==> config.mk <==
export PLATFORM = sky130hd
export DESIGN_NAME = uart_flow_control_fifo_top
export DESIGN_NICKNAME = d
export VERILOG_FILES = /design/src/hdl/uflow_pkg.sv /design/src/hdl/uart_flow_control_fifo_top.sv /design/src/hdl/uflow_ram.sv
export SDC_FILE = /design/constraint.sdc
export NUM_CORES = 1
export LEC_CHECK = 0
export BUFFER_PORTS_ARGS = -buffer_cell sky130_fd_sc_hd__buf_4
export CELL_PAD_IN_SITES_DETAIL_PLACEMENT = 0
export CELL_PAD_IN_SITES_GLOBAL_PLACEMENT = 2
export CORE_AREA = 2 2 356 358
export CTS_CLUSTER_SIZE = 28
export DETAILED_ROUTE_END_ITERATION = 16
export DIE_AREA = 0 0 358 360
export PLACE_DENSITY_LB_ADDON = 0.1
export RECOVER_POWER = 100
export SLEW_MARGIN = 25
export SYNTH_ARGS = -nofsm -noshare
export SYNTH_HDL_FRONTEND = slang
export SYNTH_HIERARCHICAL = 1
export SYNTH_SLANG_ARGS = --single-unit
==> constraint.sdc <==
create_clock -name clk -period 5.05 [get_ports clk]
set_clock_uncertainty 0.15 [all_clocks]
set_input_delay 1.515 -clock clk [delete_from_list [all_inputs] [get_ports clk]]
set_output_delay 1.515 -clock clk [all_outputs]
set_load 0.01 [all_outputs]
==> src/hdl/uflow_pkg.sv <==
// Shared types and constants for the UART flow-control byte queues.
// Holds the item structs, event codes and default settings.
// No dependencies.
package uflow_pkg;

  localparam int unsigned QUEUE_DEPTH_DEF = 64;
  localparam int unsigned HW_W            = 6;
  localparam int unsigned LEVEL_W         = 6;
  localparam logic [HW_W-1:0] RTS_THRESH_RST = 6'd48;

  typedef enum logic [1:0] {
    FUNC_RX_BYTE   = 2'd0,
    FUNC_HOST_READ = 2'd1,
    FUNC_HOST_WR   = 2'd2,
    FUNC_TX_READY  = 2'd3
  } func_t;

  typedef struct packed {
    func_t      func;
    logic [7:0] data_in;
  } in_item_t;

  typedef struct packed {
    logic [7:0]         data_out;
    logic               data_valid;
    logic               accepted;
    logic               rts_n;
    logic               rx_overflow;
    logic               tx_primed;
    logic [LEVEL_W-1:0] rx_level;
    logic [LEVEL_W-1:0] tx_level;
  } out_item_t;

endpackage

==> src/hdl/uart_flow_control_fifo_top.sv <==
// Top level of the UART receive/transmit byte queues with RTS flow control.
// Depends on uflow_pkg and two instances of uflow_ram.
//
//   channel | ports                        | handshake
//   --------+------------------------------+-----------------------------------
//   input   | start, busy, in_item         | taken when start & !busy
//   result  | out_strobe, out_item         | one cycle, no back-pressure
//   config  | cfg_we, cfg_wdata            | RTS threshold written when cfg_we
//
// Each result appears the cycle after its item is taken, with the dequeued
// byte coming from the registered RAM read port.
// A new item can be taken in every cycle; busy stays low.
// Reset is synchronous and clears pointers, counts and flags; the byte stores
// are not cleared, since a slot is only read after it has been written.
module uart_flow_control_fifo_top #(
  parameter int unsigned QUEUE_DEPTH = uflow_pkg::QUEUE_DEPTH_DEF
) (
  input  logic                 clk,
  input  logic                 rst_n,
  input  logic                 start,
  output logic                 busy,
  input  uflow_pkg::in_item_t  in_item,
  output logic                 out_strobe,
  output uflow_pkg::out_item_t out_item,
  input  logic                 cfg_we,
  input  logic [uflow_pkg::HW_W-1:0] cfg_wdata
);

  import uflow_pkg::*;

  localparam int unsigned PTR_W = $clog2(QUEUE_DEPTH);
  localparam int unsigned CMP_W = (PTR_W > HW_W) ? PTR_W : HW_W;
  localparam logic [PTR_W-1:0] LAST_SLOT = PTR_W'(QUEUE_DEPTH - 1);
  localparam logic [PTR_W-1:0] FULL_CNT  = PTR_W'(QUEUE_DEPTH - 1);

  logic [PTR_W-1:0] rx_rd_r, rx_rd_nxt, rx_wr_r, rx_wr_nxt, rx_cnt_r, rx_cnt_nxt;
  logic [PTR_W-1:0] tx_rd_r, tx_rd_nxt, tx_wr_r, tx_wr_nxt, tx_cnt_r, tx_cnt_nxt;
  logic             ovf_r, ovf_nxt, primed_r, primed_nxt, rts_r, rts_nxt;
  logic [HW_W-1:0]  rts_thresh_r;
  logic             strobe_r, valid_r, valid_nxt, stored_r, stored_nxt;
  logic             sel_tx_r, sel_tx_nxt;
  logic             take;
  logic             rx_push, rx_pop, tx_push, tx_pop;
  logic [7:0]       rx_rdata, tx_rdata;

  function automatic logic [PTR_W-1:0] next_slot(input logic [PTR_W-1:0] p);
    return (p == LAST_SLOT) ? '0 : p + 1'b1;
  endfunction

  assign busy = 1'b0;
  assign take = start & ~busy;

  always_comb begin
    rx_push    = 1'b0;
    rx_pop     = 1'b0;
    tx_push    = 1'b0;
    tx_pop     = 1'b0;
    ovf_nxt    = ovf_r;
    primed_nxt = primed_r;
    rts_nxt    = rts_r;
    valid_nxt  = 1'b0;
    stored_nxt = 1'b0;
    sel_tx_nxt = 1'b0;
    rx_cnt_nxt = rx_cnt_r;
    unique case (in_item.func)
      FUNC_RX_BYTE: begin
        if (rx_cnt_r != FULL_CNT) begin
          rx_push    = 1'b1;
          stored_nxt = 1'b1;
          rx_cnt_nxt = rx_cnt_r + 1'b1;
        end else begin
          ovf_nxt = 1'b1;
        end
        if (CMP_W'(rx_cnt_nxt) > CMP_W'(rts_thresh_r)) begin
          rts_nxt = 1'b1;
        end
      end
      FUNC_HOST_READ: begin
        if (rx_cnt_r != '0) begin
          rx_pop     = 1'b1;
          valid_nxt  = 1'b1;
          rx_cnt_nxt = rx_cnt_r - 1'b1;
        end
        if (CMP_W'(rx_cnt_nxt) <= CMP_W'(rts_thresh_r)) begin
          rts_nxt = 1'b0;
        end
      end
      FUNC_HOST_WR: begin
        // The sender is primed even when the byte is dropped.
        primed_nxt = 1'b1;
        if (tx_cnt_r != FULL_CNT) begin
          tx_push    = 1'b1;
          stored_nxt = 1'b1;
        end
      end
      FUNC_TX_READY: begin
        sel_tx_nxt = 1'b1;
        if (primed_r) begin
          if (tx_cnt_r != '0) begin
            tx_pop    = 1'b1;
            valid_nxt = 1'b1;
          end else begin
            primed_nxt = 1'b0;
          end
        end
      end
      default: begin
      end
    endcase
    rx_push = rx_push & take;
    rx_pop  = rx_pop & take;
    tx_push = tx_push & take;
    tx_pop  = tx_pop & take;
  end

  always_comb begin
    rx_wr_nxt  = rx_push ? next_slot(rx_wr_r) : rx_wr_r;
    rx_rd_nxt  = rx_pop ? next_slot(rx_rd_r) : rx_rd_r;
    tx_wr_nxt  = tx_push ? next_slot(tx_wr_r) : tx_wr_r;
    tx_rd_nxt  = tx_pop ? next_slot(tx_rd_r) : tx_rd_r;
    tx_cnt_nxt = tx_cnt_r;
    if (tx_push) begin
      tx_cnt_nxt = tx_cnt_r + 1'b1;
    end else if (tx_pop) begin
      tx_cnt_nxt = tx_cnt_r - 1'b1;
    end
  end

  always_ff @(posedge clk) begin
    if (!rst_n) begin
      rx_rd_r      <= '0;
      rx_wr_r      <= '0;
      rx_cnt_r     <= '0;
      tx_rd_r      <= '0;
      tx_wr_r      <= '0;
      tx_cnt_r     <= '0;
      ovf_r        <= 1'b0;
      primed_r     <= 1'b0;
      rts_r        <= 1'b0;
      rts_thresh_r <= RTS_THRESH_RST;
      strobe_r     <= 1'b0;
      valid_r      <= 1'b0;
      stored_r     <= 1'b0;
      sel_tx_r     <= 1'b0;
    end else begin
      if (cfg_we) begin
        rts_thresh_r <= cfg_wdata;
      end
      strobe_r <= take;
      rx_rd_r  <= rx_rd_nxt;
      rx_wr_r  <= rx_wr_nxt;
      tx_rd_r  <= tx_rd_nxt;
      tx_wr_r  <= tx_wr_nxt;
      tx_cnt_r <= tx_cnt_nxt;
      if (take) begin
        rx_cnt_r <= rx_cnt_nxt;
        ovf_r    <= ovf_nxt;
        primed_r <= primed_nxt;
        rts_r    <= rts_nxt;
        valid_r  <= valid_nxt;
        stored_r <= stored_nxt;
        sel_tx_r <= sel_tx_nxt;
      end
    end
  end

  uflow_ram #(
    .WIDTH(8),
    .DEPTH(QUEUE_DEPTH)
  ) u_rx_ram (
    .clk  (clk),
    .we   (rx_push),
    .waddr(rx_wr_r),
    .wdata(in_item.data_in),
    .re   (rx_pop),
    .raddr(rx_rd_r),
    .rdata(rx_rdata)
  );

  uflow_ram #(
    .WIDTH(8),
    .DEPTH(QUEUE_DEPTH)
  ) u_tx_ram (
    .clk  (clk),
    .we   (tx_push),
    .waddr(tx_wr_r),
    .wdata(in_item.data_in),
    .re   (tx_pop),
    .raddr(tx_rd_r),
    .rdata(tx_rdata)
  );

  // The state registers already hold the values after the item, so the
  // result reads them directly in the cycle after it was taken.
  assign out_strobe           = strobe_r;
  assign out_item.data_out    = valid_r ? (sel_tx_r ? tx_rdata : rx_rdata) : 8'h00;
  assign out_item.data_valid  = valid_r;
  assign out_item.accepted    = stored_r;
  assign out_item.rts_n       = rts_r;
  assign out_item.rx_overflow = ovf_r;
  assign out_item.tx_primed   = primed_r;
  assign out_item.rx_level    = LEVEL_W'(rx_cnt_r);
  assign out_item.tx_level    = LEVEL_W'(tx_cnt_r);

endmodule

==> src/hdl/uflow_ram.sv <==
// Generic single-port-write, single-port-read RAM with registered read data.
// Width and depth are parameters. No dependencies.
module uflow_ram #(
  parameter int unsigned WIDTH = 8,
  parameter int unsigned DEPTH = 64
) (
  input  logic                     clk,
  input  logic                     we,
  input  logic [$clog2(DEPTH)-1:0] waddr,
  input  logic [WIDTH-1:0]         wdata,
  input  logic                     re,
  input  logic [$clog2(DEPTH)-1:0] raddr,
  output logic [WIDTH-1:0]         rdata
);

  logic [WIDTH-1:0] mem [DEPTH];

  always_ff @(posedge clk) begin
    if (we) begin
      mem[waddr] <= wdata;
    end
    if (re) begin
      rdata <= mem[raddr];
    end
  end

endmodule

# == Word level (Yosys, flattened, before mapping) ==
# Memories as Yosys holds them, arrays and structs flattened. A register that Yosys moved wholly into a read port is not among the register bits.
# Cells that the tools add are included.
# classes
add_sub_neg,8
n_reduce_logical,10
n_lt_le_gt_ge,2
muxes,33
n_eq_ne,11
bitwise_logic,5
# ops
operator,count
$mux 6,10
$add 6x1->6 const B,6
$eq 6x6->1 const B,4
$mux 1,16
$mux 8,2
$ne 6x6->1 const B,2
$pmux 6 s2,1
$reduce_bool 6->1,2
$sub 6x1->6 const B,2
$pmux 1 s2,4
$gt 6x6->1,1
$le 6x6->1,1
$reduce_bool 2->1,3
$and 1x1->1,4
$eq 2x2->1 const B,2
$ne 2x2->1 const B,2
$reduce_and 2->1,2
$reduce_and 4->1,1
$reduce_and 3->1,1
$eq 2x1->1 const B,1
$logic_not 2->1,1
$not 1->1,1
# word_totals
memories,2
reg_bits,49
elab_cells,85
mem_bits_rw,1024
output_inout_bits,27
inputBits,20
# mem_list
name,depth,width,read_ports,rd_clocked_by_memory_dff,wr,line_no,rtl
u_rx_ram.mem,64,8,1,1,1,uflow_ram.sv:16,logic [WIDTH-1:0] mem [DEPTH];
u_tx_ram.mem,64,8,1,1,1,uflow_ram.sv:16,

# == Longest topological paths before layout ==
# Gate-level depths: netlist of run 1.
# logic_depth
depth_word,7
depth_mapped,12
mapped_depth_nobuf,12

# == Modules after synthesis ==
# The synthesis of run 1 kept the hierarchy.
# by_module_without_submodules
module,area_per_inst_um2,cells_per_inst,instances,seq_area_each_um2
uflow_ram,20246.9,940,2,15615.0
uart_flow_control_fifo_top,3067.9,376,1,980.9

# == Least setup slack after synthesis of run 1 ==
# OpenSTA, ideal clock, no wires.
# synth_timing
kind,in2reg
from,input in_item[8] in the netlist's numbering
to,"memory u_rx_ram.mem[62][0], enable pin"
path_stages,5
arrival_time_ps,3123
required_ps,4530
setup_ps,370
path_buffers,0
path_slack_ps,1406
cell_sequence,or3b_4 > a31oi_4 > nor2b_1 > nand3_1 > nor2_1
# synth_via
elab_chain_cells,5
# synth_lines
element,line_no,rtl
"start, declared",uart_flow_control_fifo_top.sv:22,"input uflow_pkg::in_item_t in_item,"
$logic_not 2->1,uart_flow_control_fifo_top.sv:65,unique case (in_item.func)
$mux 1,uart_flow_control_fifo_top.sv:65,
$and 1x1->1,uart_flow_control_fifo_top.sv:110,rx_push = rx_push & take;
net rx_push,uart_flow_control_fifo_top.sv:43,"logic rx_push, rx_pop, tx_push, tx_pop;"
$mux 1,uflow_ram.sv:19,if (we) begin
$mux 1 (not written as such),uflow_ram.sv:20,mem[waddr] <= wdata;
"end, declared",uflow_ram.sv:16,
# The timed path passes the listed nets, and every way through them passes these cells.

# == Worst setup path in the final report of run 1 ==
# layout_timing
from,input in_item[8] in the netlist's numbering
to,"memory u_rx_ram.mem[7][3], enable pin"
# Same word-level chain as after synthesis.

==> results.tsv, run 1 <==
metric	value	unit
status	finished with violations	
violations	capacitance limit, slew limit	
ir_worst_vdd	0.323	mV
cts_htree_levels	3	
leakage	14.8	nW
vias_per_cell	5.29	
path_class	primary input to flop	
end_kind	flop	
power.density	383	mW/mm^2
ys_ff_latch	1089	
hpwlAfterDp	75600	um
clk_pin_slew	0.06	ns
drive_above_1_share	21.1	%
max_freq	225	MHz
grt_start_max_net_pins	73	
io_buffer_count	45	
rows	130	
fp.dieW	358	um
cts_resized	0	
grt_usage	18.3	%
relSlewSlack	-122	%
ctsRootBufferMaster	clkbuf_16	
dr.pass1.iters	5	
holdBufCountCts	0	
initial_core_util	34.9	%
syn_nets	2300	
finish.utilization	39.9	%
fin_area	0.0498	mm^2
hold_path.class	flop to flop	
cts_buffers	117	
gp_congestion	0.772	
tns	0	ns
drc	0	
cp_max_fo	16	
vias	22100	
drv_cap	12	
gr-total-overflow	0	
grt_pass1_vias	23100	
routed_wl	117000	um
syn_inst	2256	
hold_viol_final	0	
syn_area_per_cell	19.3	um^2
ys_seq_area_share	73.9	%
async_flop_share	0	%
post-cts-setup-buffer-count	0	
rsz0062_at_grt	no	
fp.dieH	360	um
holdWs	0.317	ns
clock-sinks	1089	
placed_area	0.0464	mm^2
clock_latency	0.69	ns
coreArea	0.125	mm^2
synth_area	0.0436	mm^2
synth_flop_cell	edfxtp_1	
worstPathArrival	4.64	ns
setup_violations	0	
antenna_found_initial	2	
ant_nets	0	
slew_violations	569	
wl_per_cell	28.1	um
grt_pass1_wl	169000	um
worst_slew_pin_slew	3.33	ns
fin_crit_sh	88.2	%
n_antenna_cell	0	
fin_crit	4.45	ns
synth_edf_count	1040	
area_delta_synth_final	14.3	%
synth_warnings	6	
die_area	0.129	mm^2
start_kind	primary input	
clockBufferDepth	3	
layout.nets	2469	
crit_required	5.24	ns
io_pins	47	
cts_tree	yes	
drt_iter0_drc	1715	
synthDistinctLibCells	63	
[cells by family (layout without fill, tap and decap cells)]
kind of cell	Yosys count	in the layout	synth area share, %
compound gates	182	182	3.02
flops	1089	1089	73.9
other cells	1	1	0.00861
xor+xnor	17	17	0.342
mux	347	347	15.3
simple gates	458	458	4.85
buf+inv	138	407	1.83
fa+ha+maj	24	24	0.707
[worst paths after layout]
path	slack, ns	from	endpoint	cells after the start
setup / recovery	0.60	in_item[8]	u_rx_ram/mem[7][3]	8
hold / removal	0.32	ovf_r	ovf_r	2
setup reg to reg	0.69	tx_rd_r[0]	u_tx_ram/rdata[4]	6
hold reg to reg	0.32	ovf_r	ovf_r	2
[routing by layer]
layer | part of all wire [%] | track usage, % | routed length (um) | vias to the layer above
li1 | - | - | - | 9576
met1 | 43 | 24.5 | 50900 | 11800
met2 | 50 | 30.5 | 58400 | 514
met3 | 3.3 | 2.55 | 3920 | 191
met4 | 3.5 | 6.17 | 4140 | 0
met5 | 0 | 0 | 0 | -
[Yosys cell counts (all sizes together), types with 6 or more instances]
master   number  share of area, %
mux2i        65               1.5
a221oi       14              0.28
o21ai        25              0.29
nand3b        9              0.16
or3           8              0.11
nand2        75              0.65
nor3         24              0.28
clkbuf       43              0.37
xor2         11              0.22
a22oi         6              0.10
mux2         30              0.78
dfxtp        49               2.3
nand3        44              0.51
o2bb2ai       6              0.12
nand4        16              0.23
edfxtp     1040                72
inv          14              0.12
xnor2         6              0.12
ha           23              0.66
buf          81               1.3
a21o          8              0.14
nor2b        41              0.59
a211oi       10              0.17
nand2b       16              0.23
o2111ai       6              0.12
a21oi        29              0.34
o221ai       16              0.32
mux4        252                13
nor2        204               1.8
a31oi         7              0.14
o22ai        18              0.26
[final cells by class]
class / count / area [um^2]
fill: 11300 / 75100
sequential: 1089 / 32200
multi-input combinational: 1029 / 10500
clock buffer: 144 / 3150
tap: 1650 / 2060
timing repair buffer: 174 / 1040
clock inverter: 75 / 731
inverter: 14 / 52.6
[registers in the layout (all words and copies together) (netlist names)]
signal	flops
tx_cnt_r	6
u_rx_ram/rdata	8
u_tx_ram/rdata	8
valid_r	1
sel_tx_r	1
ovf_r	1
tx_wr_r	6
tx_rd_r	6
u_rx_ram/mem	512
primed_r	1
rx_rd_r	6
out_strobe	1
rts_thresh_r	6
rx_wr_r	6
stored_r	1
rx_cnt_r	6
u_tx_ram/mem	512
rts_r	1
[critical path: stages]
cell and delay (ns):
clkbuf_1 0.28, or3b_1 0.50, a31oi_1 0.67, clkbuf_1 0.53
nand4_1 0.15, clkbuf_1 0.42, nor2_1 0.20, clkbuf_1 0.36
[metrics by stage]
step,power (mW),setup WS (ns),instances
detailed placement,10.7,0.479,3956
global route,19.7,0.368,4175
floorplan,10.4,1.41,2256
CTS,19.3,0.741,4175
finish,19.1,0.596,4175
global placement,10.7,0.560,3956
[power breakdown]
group | total (mW) | internal (mW) | switching, mW
Sequential | 9.95 | 9.91 | 0.0375
Combinational | 0.574 | 0.191 | 0.383
Clock | 8.56 | 5.03 | 3.53
[cell usage in the layout, fill, tap and decap left out, types with 9 or more instances in the layout]
cell | synthesis | routed
edfxtp_1 | 1040 | 1040
mux4_2 | 252 | 252
nor2_1 | 203 | 203
clkbuf_1 | 43 | 132
clkbuf_16 | 0 | 122
nand2_1 | 75 | 75
mux2i_1 | 65 | 65
nand3_1 | 44 | 44
buf_4 | 32 | 44
nor2b_1 | 41 | 41
dfxtp_1 | 49 | 41
a21oi_1 | 28 | 28
mux2_2 | 30 | 28
nor3_1 | 24 | 24
ha_1 | 23 | 23
clkinv_1 | 0 | 22
o21ai_0 | 21 | 21
clkinv_2 | 0 | 19
o22ai_1 | 18 | 18
nand4_1 | 16 | 16
nand2b_1 | 16 | 16
o221ai_1 | 16 | 16
inv_1 | 13 | 14
a221oi_1 | 14 | 14
buf_12 | 4 | 13
bufinv_16 | 0 | 12
xor2_1 | 11 | 11
a211oi_1 | 10 | 10
clkinvlp_4 | 0 | 10
nand3b_1 | 9 | 9
(Power assumes the default switching activity.)
==> run 2, diff against run 1 <==
- MAX_ROUTING_LAYER: default -> met4
==> run 2 against run 1 <==
Effect of this change: the run still ends with capacitance limit, slew limit left; via count rose by 0.55%; final cell count did not move; worst setup slack improved by 0.0078 ns; critical path depth fell by 1; sequential share of layout area did not move; sequential power barely moved; die area did not move; core utilization did not move; critical path type unchanged; highest routed layer unchanged.
==> results.tsv, run 2 (synthesized netlist as in run 1, its figures left out) <==
metric	value	unit	change
pre_cts_slack	0.479	ns	unchanged
clkPwrFrac	44.9	%	about the same
clockBufferDepth	3		unchanged
start_kind	primary input		
regToRegSetupSlack	0.66	ns	-0.03 ns
hold_start	ovf_r		
hold_viol_final	0		unchanged
crit_path_end	u_tx_ram/mem[56][5]		
finalWorstSetupSlack	0.604	ns	+0.00776 ns
slew_violations	569		unchanged
grt_pass1_vias	23100		-0.22%
power.density	383	mW/mm^2	about the same
clock-sinks	1089		unchanged
fp.dieH	360	um	unchanged
cts_buffers	117		unchanged
layout.cells.non_filler	4175		unchanged
r2r_end	u_tx_ram/rdata[4]		
die_area	0.129	mm^2	unchanged
gp_congestion	0.782		+1.4%
grt_start_max_net_pins	73		unchanged
max_freq	225	MHz	+0.17%
routed_wl	117000	um	about the same
area_delta_synth_final	14.3	%	unchanged
antenna_found_initial	3		+1
finish.utilization	39.9	%	unchanged
coreArea	0.125	mm^2	unchanged
rows	130		unchanged
drv_cap	12		unchanged
relSlewSlack	-118	%	+3.5 points
reg2reg_depth	6		unchanged
worst_slew_pin_slew	3.28	ns	-0.0532 ns
initial_core_util	34.9	%	unchanged
power_frac_comb	3.0	%	about the same
cts_tree	yes		
cts_htree_levels	3		unchanged
worstPathArrival	4.61	ns	-0.03 ns
crit_required	5.22	ns	-0.02 ns
rsz0062_at_grt	no		
vias	22200		+0.55%
tns	0	ns	unchanged
drive_above_1_share	21.1	%	unchanged
cp-startpoint	in_item[8]		
drc	0		unchanged
cts_resized	0		unchanged
fin_crit	4.45	ns	-0.00776 ns
dr.pass1.iters	5		unchanged
final_cell_mix	edfxtp_1, mux4_2, nor2_1, clkbuf_1, clkbuf_16		
setup_violations	0		unchanged
grt_usage	18.8	%	+0.56 points
ctsRootBufferMaster	clkbuf_16		
p_sw_share	20.7	%	about the same
grt_pass1_wl	169000	um	about the same
hold_path.class	flop to flop		
n_antenna_cell	0		unchanged
gr-total-overflow	0		unchanged
internal_power	15.1	mW	about the same
io_pins	47		unchanged
cp_max_fo	16		unchanged
leakage	14.8	nW	unchanged
ir_worst_vdd	0.320	mV	-0.84%
top_regs	u_rx_ram/mem x512, u_tx_ram/mem x512		
post-cts-setup-buffer-count	0		unchanged
hpwlAfterDp	75600	um	unchanged
switching_power	3.95	mW	about the same
clock_latency	0.69	ns	about the same
io_buffer_count	45		unchanged
fin_crit_sh	88.0	%	-0.15 points
layout_commonest_cell	edfxtp_1		
path_class	primary input to flop		
clk_pin_slew	0.06	ns	about the same
holdBufCountCts	0		unchanged
fp.dieW	358	um	unchanged
end_kind	flop		
violations	capacitance limit, slew limit		
status	finished with violations		
layout.nets	2469		unchanged
drt_iter0_drc	1539		-10%
holdWs	0.317	ns	-0.0000100 ns
r2r_start	tx_rd_r[0]		
vias_per_cell	5.31		+0.55%
ant_nets	0		unchanged
wl_per_cell	28.1	um	about the same
p_seq_share	52.1	%	about the same
place_inst	3956		unchanged
run 2: how the worst min path moves through the flow:
stage	endpoint	depth (start not counted)
2_1_floorplan	ovf_r	2
3_3_place_gp	ovf_r	2
3_5_place_dp	rts_r	2
4_1_cts	rts_r	2
5_1_grt	rts_r	2
6_report	ovf_r	2
run 2: area by class of cell:
class | instances | area [um^2]
well taps | 1650 | 2060
inverters | 14 | 52.6
flip-flops and latches | 1089 | 32200
clock inverters | 75 | 731
clock buffers | 144 | 3150
fillers | 11300 | 75100
multi-input cells | 1029 | 10500
repair buffers | 174 | 1040
run 2: through the flow:
step                      cell area, um^2  total power [mW]
after floorplan                     43600              10.4
after global placement              46400              10.7
after detailed placement            46400              10.7
after CTS                           50300              19.3
after global routing                49800              19.7
final                               49800              19.1
run 2: routing by layer:
metal | part of all wire [%] | up-vias | GRT usage (%)
li1 | - | 9568 | -
met1 | 43 | 11900 | 24.5
met2 | 50 | 539 | 30.6
met3 | 3.5 | 216 | 2.56
met4 | 3.5 | 0 | 6.16
met5 | 0 | - | -
run 2: power groups by stage:
stage | Clock (mW) | Sequential, mW | Combinational (mW)
2_1_floorplan | 0 | 10.1 | 0.295
3_3_place_gp | 0 | 10.1 | 0.607
3_5_place_dp | 0 | 10.1 | 0.608
4_1_cts | 8.80 | 9.94 | 0.608
5_1_grt | 9.13 | 9.95 | 0.634
6_report | 8.56 | 9.95 | 0.574
run 2: critical path, stage by stage:
cell,delay [ns]
clkbuf_1,0.29
nand3b_1,0.31
o21bai_1,0.43
inv_1,0.40
nor2b_1,0.33
nand2_1,0.54
nor2_1,0.78
